==> config.mk <==
export PLATFORM = sky130hd
export DESIGN_NAME = audio_linear_upsampler_top
export DESIGN_NICKNAME = d
export VERILOG_FILES = /design/src/aup_pkg.sv /design/src/aup_front.sv /design/src/aup_queue.sv /design/src/aup_back.sv /design/src/audio_linear_upsampler_top.sv
export VERILOG_INCLUDE_DIRS = /design/src /design/src/src
export SDC_FILE = /design/constraint.sdc
export NUM_CORES = 1
export LEC_CHECK = 0
export ABC_AREA = 1
export ABC_CLOCK_PERIOD_IN_PS = 11000
export BUFFER_PORTS_ARGS = -buffer_cell sky130_fd_sc_hd__buf_4
export CORE_AREA = 2 2 168 170
export DETAILED_ROUTE_END_ITERATION = 10
export DIE_AREA = 0 0 170 172
export GPL_ROUTABILITY_DRIVEN = 0
export GPL_TIMING_DRIVEN = 1
export PLACE_DENSITY = 0.68
export SLEW_MARGIN = 20
export SYNTH_ARGS = -nofsm -noshare
export SYNTH_HDL_FRONTEND = slang
export SYNTH_SLANG_ARGS = --single-unit
==> constraint.sdc <==
create_clock -name clk -period 11 [get_ports clk]
set_input_delay 1.1 -clock clk [delete_from_list [all_inputs] [get_ports clk]]
set_output_delay 1.1 -clock clk [all_outputs]
set_load 0.02 [all_outputs]
==> src/audio_linear_upsampler_top_defines.svh <==
// ----------------------------------------------------------------------------
// Assertion macros for the audio linear upsampler
// Concurrent checks on clk; compiled out when SYNTH is defined.
// ----------------------------------------------------------------------------
`ifndef AUDIO_LINEAR_UPSAMPLER_TOP_DEFINES_SVH
`define AUDIO_LINEAR_UPSAMPLER_TOP_DEFINES_SVH
`ifndef SYNTH
// check outside reset
`define AUP_ASSERT(label, prop, msg) \
  label: assert property (@(posedge clk) disable iff (!rst_n) prop) else $error(msg);
// check on every edge, reset included
`define AUP_ASSERT_ALWAYS(label, prop, msg) \
  label: assert property (@(posedge clk) prop) else $error(msg);
`else
`define AUP_ASSERT(label, prop, msg)
`define AUP_ASSERT_ALWAYS(label, prop, msg)
`endif
`endif

==> src/aup_pkg.sv <==
// ----------------------------------------------------------------------------
// aup_pkg
// Shared types, codes and helpers of the audio linear upsampler.
// ----------------------------------------------------------------------------
`default_nettype none
package aup_pkg;

  // rate_ratio codes; the unused code behaves as 1x
  typedef enum logic [1:0] {
    RATIO_1X = 2'd0,
    RATIO_2X = 2'd1,
    RATIO_4X = 2'd2
  } ratio_code_t;

  // sample_format codes; the unused code behaves as 16-bit
  typedef enum logic [1:0] {
    FMT_U8      = 2'd0,
    FMT_U8_S16  = 2'd1,
    FMT_S16     = 2'd2
  } format_code_t;

  // register index (address bit 2)
  localparam logic REG_RATIO  = 1'b0;
  localparam logic REG_FORMAT = 1'b1;

  localparam logic [7:0] BYTE_BIAS = 8'h80;
  localparam int unsigned QUEUE_DEPTH_DEF = 4;

  // live configuration
  typedef struct packed {
    logic [1:0] ratio;
    logic [1:0] format;
  } cfg_t;

  // one input word's run of results, as handed from front to back
  typedef struct packed {
    logic signed [15:0] a;       // held sample
    logic signed [15:0] b;       // current sample
    logic signed [15:0] m;       // midpoint of a and b
    logic [2:0]         run_n;   // interpolated words: 0, 2 or 4
    logic [2:0]         copy_n;  // copies of b: 0, 1, 2 or 4
    logic               eos;
  } run_t;

  // floor((x + y) / 2)
  function automatic logic signed [15:0] avg16(input logic signed [15:0] x,
                                               input logic signed [15:0] y);
    logic signed [16:0] s;
    s = 17'(x) + 17'(y);
    return s[16:1];
  endfunction

endpackage
`default_nettype wire

==> src/aup_front.sv <==
// ----------------------------------------------------------------------------
// aup_front
// Accepts input words, converts them, tracks the held sample and queues
// one run descriptor for each word that produces results.
// ----------------------------------------------------------------------------
`default_nettype none
module aup_front import aup_pkg::*; (
  input  wire logic               clk,
  input  wire logic               rst_n,
  input  wire cfg_t               cfg,
  input  wire logic               push,
  input  wire logic signed [15:0] in_sample,
  input  wire logic               in_end_of_sound,
  input  wire logic               q_full,
  output      logic               q_wr,
  output      run_t               q_data
);

  logic signed [15:0] held_sample_r, held_sample_nxt;
  logic               held_valid_r, held_valid_nxt;
  logic signed [15:0] cur;
  logic               accept;
  logic               wide;      // 4x
  logic               interp;    // 2x or 4x
  logic [2:0]         ratio_n;

  assign accept = push && !q_full;

  // convert to output format
  always_comb begin
    case (cfg.format)
      FMT_U8:     cur = {8'h00, in_sample[7:0]};
      FMT_U8_S16: cur = {in_sample[7:0] ^ BYTE_BIAS, 8'h00};
      default:    cur = in_sample;
    endcase
  end

  // decode ratio
  always_comb begin
    case (cfg.ratio)
      RATIO_2X: begin
        interp = 1'b1;
        wide   = 1'b0;
      end
      RATIO_4X: begin
        interp = 1'b1;
        wide   = 1'b1;
      end
      default: begin
        interp = 1'b0;
        wide   = 1'b0;
      end
    endcase
  end

  assign ratio_n = wide ? 3'd4 : 3'd2;

  // build descriptor and next held state
  always_comb begin
    held_sample_nxt = held_sample_r;
    held_valid_nxt  = held_valid_r;
    q_data.a        = held_sample_r;
    q_data.b        = cur;
    q_data.m        = avg16(held_sample_r, cur);
    q_data.eos      = in_end_of_sound;
    q_data.run_n    = 3'd0;
    q_data.copy_n   = 3'd1;
    q_wr            = 1'b0;
    if (!interp) begin
      q_wr = accept;
      if (accept) begin
        held_valid_nxt = 1'b0;
      end
    end else begin
      q_data.run_n  = held_valid_r ? ratio_n : 3'd0;
      q_data.copy_n = in_end_of_sound ? ratio_n : 3'd0;
      q_wr          = accept && (held_valid_r || in_end_of_sound);
      if (accept) begin
        held_valid_nxt  = !in_end_of_sound;
        held_sample_nxt = in_end_of_sound ? 16'sd0 : cur;
      end
    end
  end

  // hold previous sample
  always_ff @(posedge clk) begin
    if (!rst_n) begin
      held_valid_r  <= 1'b0;
      held_sample_r <= 16'sd0;
    end else begin
      held_valid_r  <= held_valid_nxt;
      held_sample_r <= held_sample_nxt;
    end
  end

endmodule
`default_nettype wire

==> src/aup_queue.sv <==
// ----------------------------------------------------------------------------
// aup_queue
// Small descriptor queue between front and back, show-ahead head.
// ----------------------------------------------------------------------------
`default_nettype none
`include "audio_linear_upsampler_top_defines.svh"
module aup_queue import aup_pkg::*; #(
  parameter int unsigned DEPTH = QUEUE_DEPTH_DEF
) (
  input  wire logic clk,
  input  wire logic rst_n,
  input  wire logic wr_en,
  input  wire run_t wr_data,
  output      logic full,
  input  wire logic rd_en,
  output      logic rd_valid,
  output      run_t rd_data
);

  localparam int unsigned PTR_W = (DEPTH > 1) ? $clog2(DEPTH) : 1;
  localparam int unsigned CNT_W = $clog2(DEPTH + 1);

  run_t             mem [DEPTH];
  logic [PTR_W-1:0] wr_ptr_r, wr_ptr_nxt;
  logic [PTR_W-1:0] rd_ptr_r, rd_ptr_nxt;
  logic [CNT_W-1:0] count_r, count_nxt;

  assign full     = (count_r == CNT_W'(DEPTH));
  assign rd_valid = (count_r != '0);
  assign rd_data  = mem[rd_ptr_r];

  // advance pointers and count
  always_comb begin
    wr_ptr_nxt = wr_ptr_r;
    rd_ptr_nxt = rd_ptr_r;
    count_nxt  = count_r;
    if (wr_en) begin
      wr_ptr_nxt = (wr_ptr_r == PTR_W'(DEPTH - 1)) ? '0 : wr_ptr_r + 1'b1;
    end
    if (rd_en) begin
      rd_ptr_nxt = (rd_ptr_r == PTR_W'(DEPTH - 1)) ? '0 : rd_ptr_r + 1'b1;
    end
    case ({wr_en, rd_en})
      2'b10:   count_nxt = count_r + 1'b1;
      2'b01:   count_nxt = count_r - 1'b1;
      default: count_nxt = count_r;
    endcase
  end

  always_ff @(posedge clk) begin
    if (!rst_n) begin
      wr_ptr_r <= '0;
      rd_ptr_r <= '0;
      count_r  <= '0;
    end else begin
      wr_ptr_r <= wr_ptr_nxt;
      rd_ptr_r <= rd_ptr_nxt;
      count_r  <= count_nxt;
    end
  end

  // store descriptor
  always_ff @(posedge clk) begin
    if (wr_en) begin
      mem[wr_ptr_r] <= wr_data;
    end
  end

  `AUP_ASSERT(a_count_bound, count_r <= CNT_W'(DEPTH), "queue count above depth")
  `AUP_ASSERT(a_no_write_full, full |-> !wr_en, "write into full queue")

endmodule
`default_nettype wire

==> src/aup_back.sv <==
// ----------------------------------------------------------------------------
// aup_back
// Walks each queued run one word per cycle into the output register while it is empty or popped.
// ----------------------------------------------------------------------------
`default_nettype none
`include "audio_linear_upsampler_top_defines.svh"
module aup_back import aup_pkg::*; (
  input  wire logic               clk,
  input  wire logic               rst_n,
  input  wire logic               q_valid,
  input  wire run_t               q_data,
  output      logic               q_pop,
  output      logic               empty,
  input  wire logic               pop,
  output      logic signed [15:0] out_sample,
  output      logic               out_last_in_run,
  output      logic               out_sound_done
);

  logic [2:0]         idx_r, idx_nxt;
  logic               out_valid_r, out_valid_nxt;
  logic signed [15:0] sample_r;
  logic               last_r, done_r;
  logic [3:0]         total;
  logic               is_last;
  logic               load;
  logic signed [15:0] q1, q3, value;

  assign total   = {1'b0, q_data.run_n} + {1'b0, q_data.copy_n};
  assign is_last = ({1'b0, idx_r} == total - 4'd1);
  assign load    = q_valid && (!out_valid_r || pop);
  assign q_pop   = load && is_last;

  // quarter points from the midpoint
  assign q1 = avg16(q_data.a, q_data.m);
  assign q3 = avg16(q_data.m, q_data.b);

  // select word at idx
  always_comb begin
    if ({1'b0, idx_r} < {1'b0, q_data.run_n}) begin
      case (idx_r[1:0])
        2'd0:    value = q_data.a;
        2'd1:    value = (q_data.run_n == 3'd4) ? q1 : q_data.m;
        2'd2:    value = q_data.m;
        default: value = q3;
      endcase
    end else begin
      value = q_data.b;
    end
  end

  always_comb begin
    idx_nxt       = idx_r;
    out_valid_nxt = out_valid_r;
    if (load) begin
      idx_nxt       = is_last ? 3'd0 : idx_r + 3'd1;
      out_valid_nxt = 1'b1;
    end else if (pop) begin
      out_valid_nxt = 1'b0;
    end
  end

  always_ff @(posedge clk) begin
    if (!rst_n) begin
      idx_r       <= 3'd0;
      out_valid_r <= 1'b0;
    end else begin
      idx_r       <= idx_nxt;
      out_valid_r <= out_valid_nxt;
    end
  end

  // output word register
  always_ff @(posedge clk) begin
    if (load) begin
      sample_r <= value;
      last_r   <= is_last;
      done_r   <= is_last && q_data.eos;
    end
  end

  assign empty           = !out_valid_r;
  assign out_sample      = sample_r;
  assign out_last_in_run = last_r;
  assign out_sound_done  = done_r;

  `AUP_ASSERT(a_pop_needs_head, q_pop |-> q_valid, "pop from empty queue")
  `AUP_ASSERT(a_idx_in_run, q_valid |-> ({1'b0, idx_r} < total), "index past run end")
  `AUP_ASSERT_ALWAYS(a_reset_empty, !rst_n |=> !out_valid_r, "output valid after reset")

endmodule
`default_nettype wire

==> src/audio_linear_upsampler_top.sv <==
// ----------------------------------------------------------------------------
// audio_linear_upsampler_top
// Streaming 1x/2x/4x linear-interpolation upsampler with APB configuration.
// ----------------------------------------------------------------------------
//  channel   | handshake              | words
//  input     | push / full            | in_sample, in_end_of_sound
//  result    | empty / pop            | out_sample, out_last_in_run, out_sound_done
//  config    | psel/penable/pwrite    | paddr, pwdata, prdata, pready
//
//  Each input word is taken while the queue is not full; its results leave the
//  back end one per cycle while pop keeps up with them. The descriptor queue
//  (QUEUE_DEPTH entries) lets the front keep accepting while the output register
//  waits on pop. A result passes the descriptor queue and the output register.
//  Reset is synchronous: queue, output valid flag and held sample are cleared.
// ----------------------------------------------------------------------------
`default_nettype none
module audio_linear_upsampler_top import aup_pkg::*; #(
  parameter int unsigned QUEUE_DEPTH = QUEUE_DEPTH_DEF
) (
  input  wire logic               clk,
  input  wire logic               rst_n,
  // input words
  input  wire logic               push,
  output      logic               full,
  input  wire logic signed [15:0] in_sample,
  input  wire logic               in_end_of_sound,
  // result words
  output      logic               empty,
  input  wire logic               pop,
  output      logic signed [15:0] out_sample,
  output      logic               out_last_in_run,
  output      logic               out_sound_done,
  // configuration
  input  wire logic               psel,
  input  wire logic               penable,
  input  wire logic               pwrite,
  input  wire logic [2:0]         paddr,
  input  wire logic [31:0]        pwdata,
  output      logic [31:0]        prdata,
  output      logic               pready
);

  cfg_t cfg_r, cfg_nxt;
  logic cfg_wr;
  logic q_wr, q_full, q_valid, q_pop;
  run_t q_in, q_out;

  // register write
  assign pready = 1'b1;
  assign cfg_wr = psel && penable && pwrite && pready;

  always_comb begin
    cfg_nxt = cfg_r;
    if (cfg_wr) begin
      case (paddr[2])
        REG_RATIO:  cfg_nxt.ratio  = pwdata[1:0];
        REG_FORMAT: cfg_nxt.format = pwdata[1:0];
        default:    cfg_nxt = cfg_r;
      endcase
    end
  end

  always_ff @(posedge clk) begin
    if (!rst_n) begin
      cfg_r <= '0;
    end else begin
      cfg_r <= cfg_nxt;
    end
  end

  // register read
  always_comb begin
    case (paddr[2])
      REG_RATIO:  prdata = {30'd0, cfg_r.ratio};
      REG_FORMAT: prdata = {30'd0, cfg_r.format};
      default:    prdata = 32'd0;
    endcase
  end

  assign full = q_full;

  aup_front u_front (
    .clk             (clk),
    .rst_n           (rst_n),
    .cfg             (cfg_r),
    .push            (push),
    .in_sample       (in_sample),
    .in_end_of_sound (in_end_of_sound),
    .q_full          (q_full),
    .q_wr            (q_wr),
    .q_data          (q_in)
  );

  aup_queue #(
    .DEPTH (QUEUE_DEPTH)
  ) u_queue (
    .clk      (clk),
    .rst_n    (rst_n),
    .wr_en    (q_wr),
    .wr_data  (q_in),
    .full     (q_full),
    .rd_en    (q_pop),
    .rd_valid (q_valid),
    .rd_data  (q_out)
  );

  aup_back u_back (
    .clk             (clk),
    .rst_n           (rst_n),
    .q_valid         (q_valid),
    .q_data          (q_out),
    .q_pop           (q_pop),
    .empty           (empty),
    .pop             (pop),
    .out_sample      (out_sample),
    .out_last_in_run (out_last_in_run),
    .out_sound_done  (out_sound_done)
  );

endmodule
`default_nettype wire
==> results.cfg, run 1 <==
[status]
status = complete, no violations

[logic_synthesis]
netlist-cell-type-count = 44
synth_area_sq_mm = 0.0135
ys_ff_latch = 268
netlist_instances = 1369
yosysWarningCount = 0
synth_top_cell_by_area = edfxtp_1
synth_top_area_share_pct = 51.9
synth_area_leaders = edfxtp_1 52%, nand2_1 8.0%, ha_1 5.5%, dfxtp_1 5.0%, o21ai_0 4.1%
avgSynthCellArea_sq_um = 9.90
seq_area_frac_synth_pct = 56.9

[floorplanning]
rows = 61
core_area_sq_mm = 0.0275
die_w_microns = 170
initial_core_util_pct = 49.3
ioPinCount = 112
dieArea_sq_mm = 0.0292
fp.dieH_microns = 172

[hold_path]
worst_hold_startpoint = u_queue.count_r[2]$_SDFFE_PN0P_
hold_path.class = register to register
holdPathEnd = u_queue.count_r[2]$_SDFFE_PN0P_
whs_path_depth = 1

[power]
p_clk_share_pct = 30.1
max-vdd-ir-drop_mv = 0.115
p_sw_share_pct = 32.8
pwr_density_cell_mw_per_mm2 = 210
internal-power_w = 0.00213
p_comb_share_pct = 29.4
p_sw_w = 0.00104
seq_power_share_pct = 40.5
p_leak_nw = 6.02

[placement]
dpl.hpwl_microns = 20200
io_buffers = 48

[clock_network]
cts_tree = built
cts_max_level = 1
clock_latency_ns = 0.54
cts_buffers = 28
cts_sinks = 268
ctsResizeCount = 0
hold_buffers = 0
root_buffer = clkbuf_16
clk_pin_slew_worst_paths_ns = 0.06
clock_path_buffers = 3
cts_setup_buffers = 0

[setup_path]
cp.required_ns = 11.43
cp.arrival_ns = 5.44
crit_type = register to register
reg2regPathDepth = 17
end_kind = register
reg2reg_slack_ns = 5.99
crit_path_start_kind = register
cp_max_fo = 74
reg2reg_to = u_queue.count_r[1]$_SDFFE_PN0P_

[final_layout]
drive_gt1_share_pct = 9.09
seq_area_sq_mm = 0.00771
syn_to_final_growth_pct = 11.0
diodes = 0
final_nets = 1532
multi_input_area_sq_mm = 0.00511
fillCellCount = 2346
fin_util_pct = 54.7

[timing]
fin_crit_sh_pct = 45.6
fmax_mhz = 200
setup_viol = 0
maxSlewViolCount = 0
finalSetupTns_ns = 0
finalHoldViolCount = 0
maxSlewHeadroom_pct = 34.6
rsz0062_at_grt = false
fin_hold_ws_ns = 0.455
worst_clock_skew_ns = 0.0102
min_period_ns = 5.01
tightest_slew_ns = 0.970

[routing]
drt_first_pass_iters = 7
drcViolationCount = 0
vias = 9764
ant_nets = 0
routed_via_density = 5.50
wire_per_inst_microns = 17.4
routed_wl_microns = 30900
dr.first_iter.drc_count = 852

[global_route]
grt_pass1_wl_microns = 48700
grt-ovfl-total = 0
grt_util_all_layers_pct = 21.5
grt_antenna_before_repair = 0
grt_max_degree = 75
grt_pass1_vias = 9151

[job]
cap_violations = 0
[registers in the layout, indices dropped and copies added (netlist names), named ones only]
name,cells
u_back.out_last_in_run,1
u_back.out_valid_r,1
cfg_r,4
u_back.idx_r,3
u_front.held_sample_r,16
u_queue.count_r,3
u_back.out_sample,16
u_queue.mem,216
u_queue.wr_ptr_r,2
u_back.out_sound_done,1
u_front.held_valid_r,1
u_queue.rd_ptr_r,2
[cell usage in the layout (no fill, tap or decap), drive strengths merged, types with 7 or more instances in the layout]
cell type,Yosys,routed
o22ai,31,31
a21o,7,7
clkinv,3,12
ha,60,60
nor2,134,134
dfxtp,34,34
o21ai,129,129
edfxtp,234,234
a21oi,97,97
nor3,10,10
xor2,23,23
xnor2,12,12
conb,2,31
inv,101,102
nand2,291,291
buf,64,60
nand3,70,70
clkbuf,16,37
[cell type report]
type	instances	area share, %
repair buffers	60	2.99
clock inverters	15	1.07
clock buffers	37	5.22
flip-flops and latches	268	51.3
well taps	346	2.88
inverters	104	2.60
multi-input cells	946	34.0
[per-layer routing]
layer  vias up  track usage (%)  wire length [microns]
met3        40             3.20                   2170
li1       4793                -                      -
met5         -                0                      0
met2       346             34.4                  13900
met4         0             5.69                    576
met1      4585             30.9                  14300
[power by group through the flow]
stage | sequential, W | clock (W) | combinational, W
floorplan | 0.00135 | 0 | 0.000617
global placement | 0.00130 | 0 | 0.000902
detailed placement | 0.00130 | 0 | 0.000918
CTS | 0.00128 | 0.000963 | 0.000922
global route | 0.00129 | 0.00100 | 0.00103
finish | 0.00128 | 0.000952 | 0.000930
[cells by family (layout without fill, tap and decap cells)]
kind of cell             count (synthesis)  in the layout  share of synthesized area [%]
AND/OR/NAND/NOR                        512            512                           15.3
other                                    2             31                         0.0554
AO/OA/AOI/OAI                          303            303                           12.6
flip-flops                             268            268                           56.9
adder cells (fa/ha/maj)                 65             65                           6.28
buffers and inverters                  184            216                           6.57
XOR/XNOR                                35             35                           2.26
[synth_stat cells]
| cell type | instances |
|---|---|
| nor4_1 | 1 |
| buf_1 | 1 |
| a31oi_1 | 6 |
| nor3_1 | 10 |
| a21oi_2 | 2 |
| o2111ai_1 | 4 |
| a32o_1 | 4 |
| buf_2 | 19 |
| edfxtp_1 | 234 |
| clkbuf_1 | 16 |
| o22ai_1 | 31 |
| xor2_1 | 23 |
| a221oi_1 | 6 |
| xnor2_1 | 12 |
| clkinv_1 | 3 |
| a32oi_2 | 1 |
| o22a_1 | 1 |
| o21ai_2 | 1 |
| buf_4 | 41 |
| nand2_2 | 2 |
| a21boi_0 | 1 |
| nand2_1 | 289 |
| a21o_1 | 7 |
| o211a_1 | 1 |
| fa_1 | 5 |
| buf_6 | 3 |
| o211ai_1 | 3 |
| o21ai_1 | 18 |
| o21ai_0 | 110 |
| conb_1 | 2 |
| o21a_1 | 3 |
| o31ai_1 | 3 |
| inv_1 | 95 |
| inv_2 | 6 |
| nand4_1 | 6 |
| dfxtp_1 | 34 |
| nor2_4 | 4 |
| a21oi_1 | 95 |
| a211oi_1 | 5 |
| nor2_2 | 1 |
| nor2_1 | 129 |
| ha_1 | 60 |
| o21bai_1 | 1 |
| nand3_1 | 70 |
[critical path, stage by stage, from the launching register on]
cell and delay (ns):
dfxtp_4 0.52, inv_2 0.48, buf_4 0.70, o21ai_0 0.17, o22a_1 0.25, ha_1 0.29, inv_1 0.04, ha_1 0.16
inv_1 0.06, fa_1 0.42, xnor2_1 0.15, nor4_1 0.18, nand2_1 0.18, nor2_1 0.31, ha_1 0.29, fa_1 0.41
o21ai_0 0.16, a21oi_1 0.05
[worst max-delay path by stage]
stage,cells after the start,from,slack [ns],end
floorplan,4,push,6.78,u_queue.mem[0][0]$_DFFE_PP_
global placement,17,register,6.09,u_queue.count_r[1]$_SDFFE_PN0P_
detailed placement,17,register,5.96,u_queue.count_r[1]$_SDFFE_PN0P_
CTS,17,register,5.95,u_queue.count_r[1]$_SDFFE_PN0P_
global route,17,register,5.57,u_queue.count_r[1]$_SDFFE_PN0P_
finish,17,register,5.99,u_queue.count_r[1]$_SDFFE_PN0P_
[through the flow]
stage	instance area, sq um	setup slack (ns)	total power, W	instances
after detailed placement	14100	5.96	0.00222	1724
after floorplan	13700	6.78	0.00197	1398
final	15000	5.99	0.00316	1776
after global placement	14100	6.09	0.00220	1724
after CTS	15000	5.95	0.00317	1776
after global routing	15000	5.57	0.00333	1776
Note: power is estimated with default switching activity, not from simulation.
==> run 2: changes to the inputs <==
ABC_CLOCK_PERIOD_IN_PS = 4700   (was 11000)
clock period = 4.7 ns   (was 11 ns; I/O delays follow)
==> run 2 against run 1 <==
Combinational power increased by 130%. First-iteration DRC count increased by 9.9%. Hold slack worse by 0.31 ns. Non-clock buffer count is 6 higher. Clock skew increased by 0.025 ns. Global-route usage down 0.33 points. Critical endpoint unchanged. Die area unchanged.
==> results.cfg, run 2 (synthesis results as in run 1) <==
[routing]
vias = 9869
wire_per_inst_microns = 17.3
ant_nets = 0
routed_via_density = 5.54
routed_wl_microns = 30900
drcViolationCount = 0
dr.first_iter.drc_count = 936
drt_first_pass_iters = 5

[timing]
rsz0062_at_grt = false
maxSlewHeadroom_pct = 36.5
setup_viol = 0
worst_clock_skew_ns = 0.0347
finalHoldViolCount = 0
tightest_slew_ns = 0.943
min_period_ns = 3.82
fin_crit_sh_pct = 81.3
fmax_mhz = 262
finalSetupTns_ns = 0
maxSlewViolCount = 0

[setup_path]
crit_type = register to register
path_cells = inv_2 -> buf_4 -> nand3_1 -> nand2_1 -> inv_1 -> ha_1 -> inv_1 -> fa_1 -> xnor2_1 -> nor4_1 -> nand2_1 -> nor2_1 -> ha_1 -> fa_1 -> o21ai_0 -> a21oi_1
reg2reg_slack_ns = 0.88
cp.required_ns = 5.15
crit_path_start_kind = register
cp_max_fo = 47
crit_buf_inv = 4
end_kind = register
crit_family = adder cells
max_stage_delay_ns = 0.51
cp.arrival_ns = 4.27
slowest_stage = buf_4

[clock_network]
clk_pin_slew_worst_paths_ns = 0.06
root_buffer = clkbuf_16
clock_path_buffers = 3
clock_latency_ns = 0.56
hold_buffers = 0
cts_tree = built
cts_setup_buffers = 0
ctsResizeCount = 0
cts_max_level = 1
cts_buffers = 28
cts_sinks = 268

[final_layout]
layout_common_cells = 289 x nand2_1, 234 x edfxtp_1, 125 x nor2_1, 110 x o21ai_0
regMostFlops = u_queue.mem
diodes = 0
multi_input_area_sq_mm = 0.00511
final_cells = 1782
drive_gt1_share_pct = 9.05
seq_area_sq_mm = 0.00771
final_area_sq_mm = 0.0151
final_nets = 1538
syn_to_final_growth_pct = 11.2
fillCellCount = 2406
largest_reg_flops = 216
layout_commonest_cell = nand2_1

[global_route]
grt-ovfl-total = 0
grt_antenna_before_repair = 0
grt_pass1_vias = 9137
grt_max_degree = 55
grt_pass1_wl_microns = 48400
grt_util_all_layers_pct = 21.2

[floorplanning]
initial_core_util_pct = 49.3
rows = 61
die_w_microns = 170
ioPinCount = 112
dieArea_sq_mm = 0.0292
fp.dieH_microns = 172
core_area_sq_mm = 0.0275

[placement]
dpl.hpwl_microns = 20600
io_buffers = 48
place_inst = 1730
dpl_cell_area_sq_mm = 0.0141

[hold_path]
hold_path.class = input pin to register

[status]
status = complete, no violations

[power]
pwr_density_cell_mw_per_mm2 = 487
p_leak_nw = 6.03
max-vdd-ir-drop_mv = 0.290

[job]
cap_violations = 0
[run 2: changes by cell type in the layout (fill, tap and decap cells not counted), sizes merged]
cell	before	now
buf	60	66
clkbuf	37	43
bufinv	3	2
clkinv	12	7
[run 2: where the power goes]
group / switching [W] / total (W) / internal, W
Clock: 0.000875 / 0.00216 / 0.00128
Sequential: 0.0000828 / 0.00301 / 0.00292
Combinational: 0.00146 / 0.00217 / 0.000718
Total: 0.00242 / 0.00734 / 0.00492
[run 2: final cells by class]
type / instances / area share (%)
clock buffer: 43 / 5.29
clock inverter: 9 / 0.847
inverter: 104 / 2.59
multi-input combinational: 946 / 33.9
sequential: 268 / 51.2
tap: 346 / 2.87
timing repair buffer: 66 / 3.29
[run 2: worst paths after layout]
kind	startpoint	to	cells past startpoint
worst max-delay path	register	u_queue.count_r[1]$_SDFFE_PN0P_	16
worst max register to register	register	u_queue.count_r[1]$_SDFFE_PN0P_	16
worst min-delay path	pwdata[1]	cfg_r[3]$_SDFFE_PN0P_	3
worst min register to register	u_queue.count_r[2]$_SDFFE_PN0P_	u_queue.count_r[2]$_SDFFE_PN0P_	1
[run 2: stage by stage]
step | utilization [%] | hold slack [ns] | total power [W] | worst slack, ns
global route | 54.8 | 0.156 | 0.00774 | 0.590
CTS | 54.8 | 0.130 | 0.00735 | 0.844
global placement | 51.4 | 0.442 | 0.00516 | 0.951
detailed placement | 51.4 | 0.452 | 0.00519 | 0.847
floorplan | - | 0.422 | 0.00460 | 0.806
finish | 54.8 | 0.146 | 0.00734 | 0.877
[run 2: layer usage]
layer  part of all wire [%]  track usage (%)  vias up
met5                      0                0        -
met4                    2.1             5.31        0
met3                    6.0             2.33       48
met2                     45             34.6      319
met1                     47             30.5     4705
li1                       -                -     4797
[run 2: worst reg2reg max path: cells and delay by family, from the launching register on]
kind | cells | cell delay [ns]
xor+xnor | 1 | 0.14
compound gates | 2 | 0.20
flops | 1 | 0.34
fa+ha+maj | 4 | 1.30
buf+inv | 4 | 0.83
simple gates | 5 | 0.89
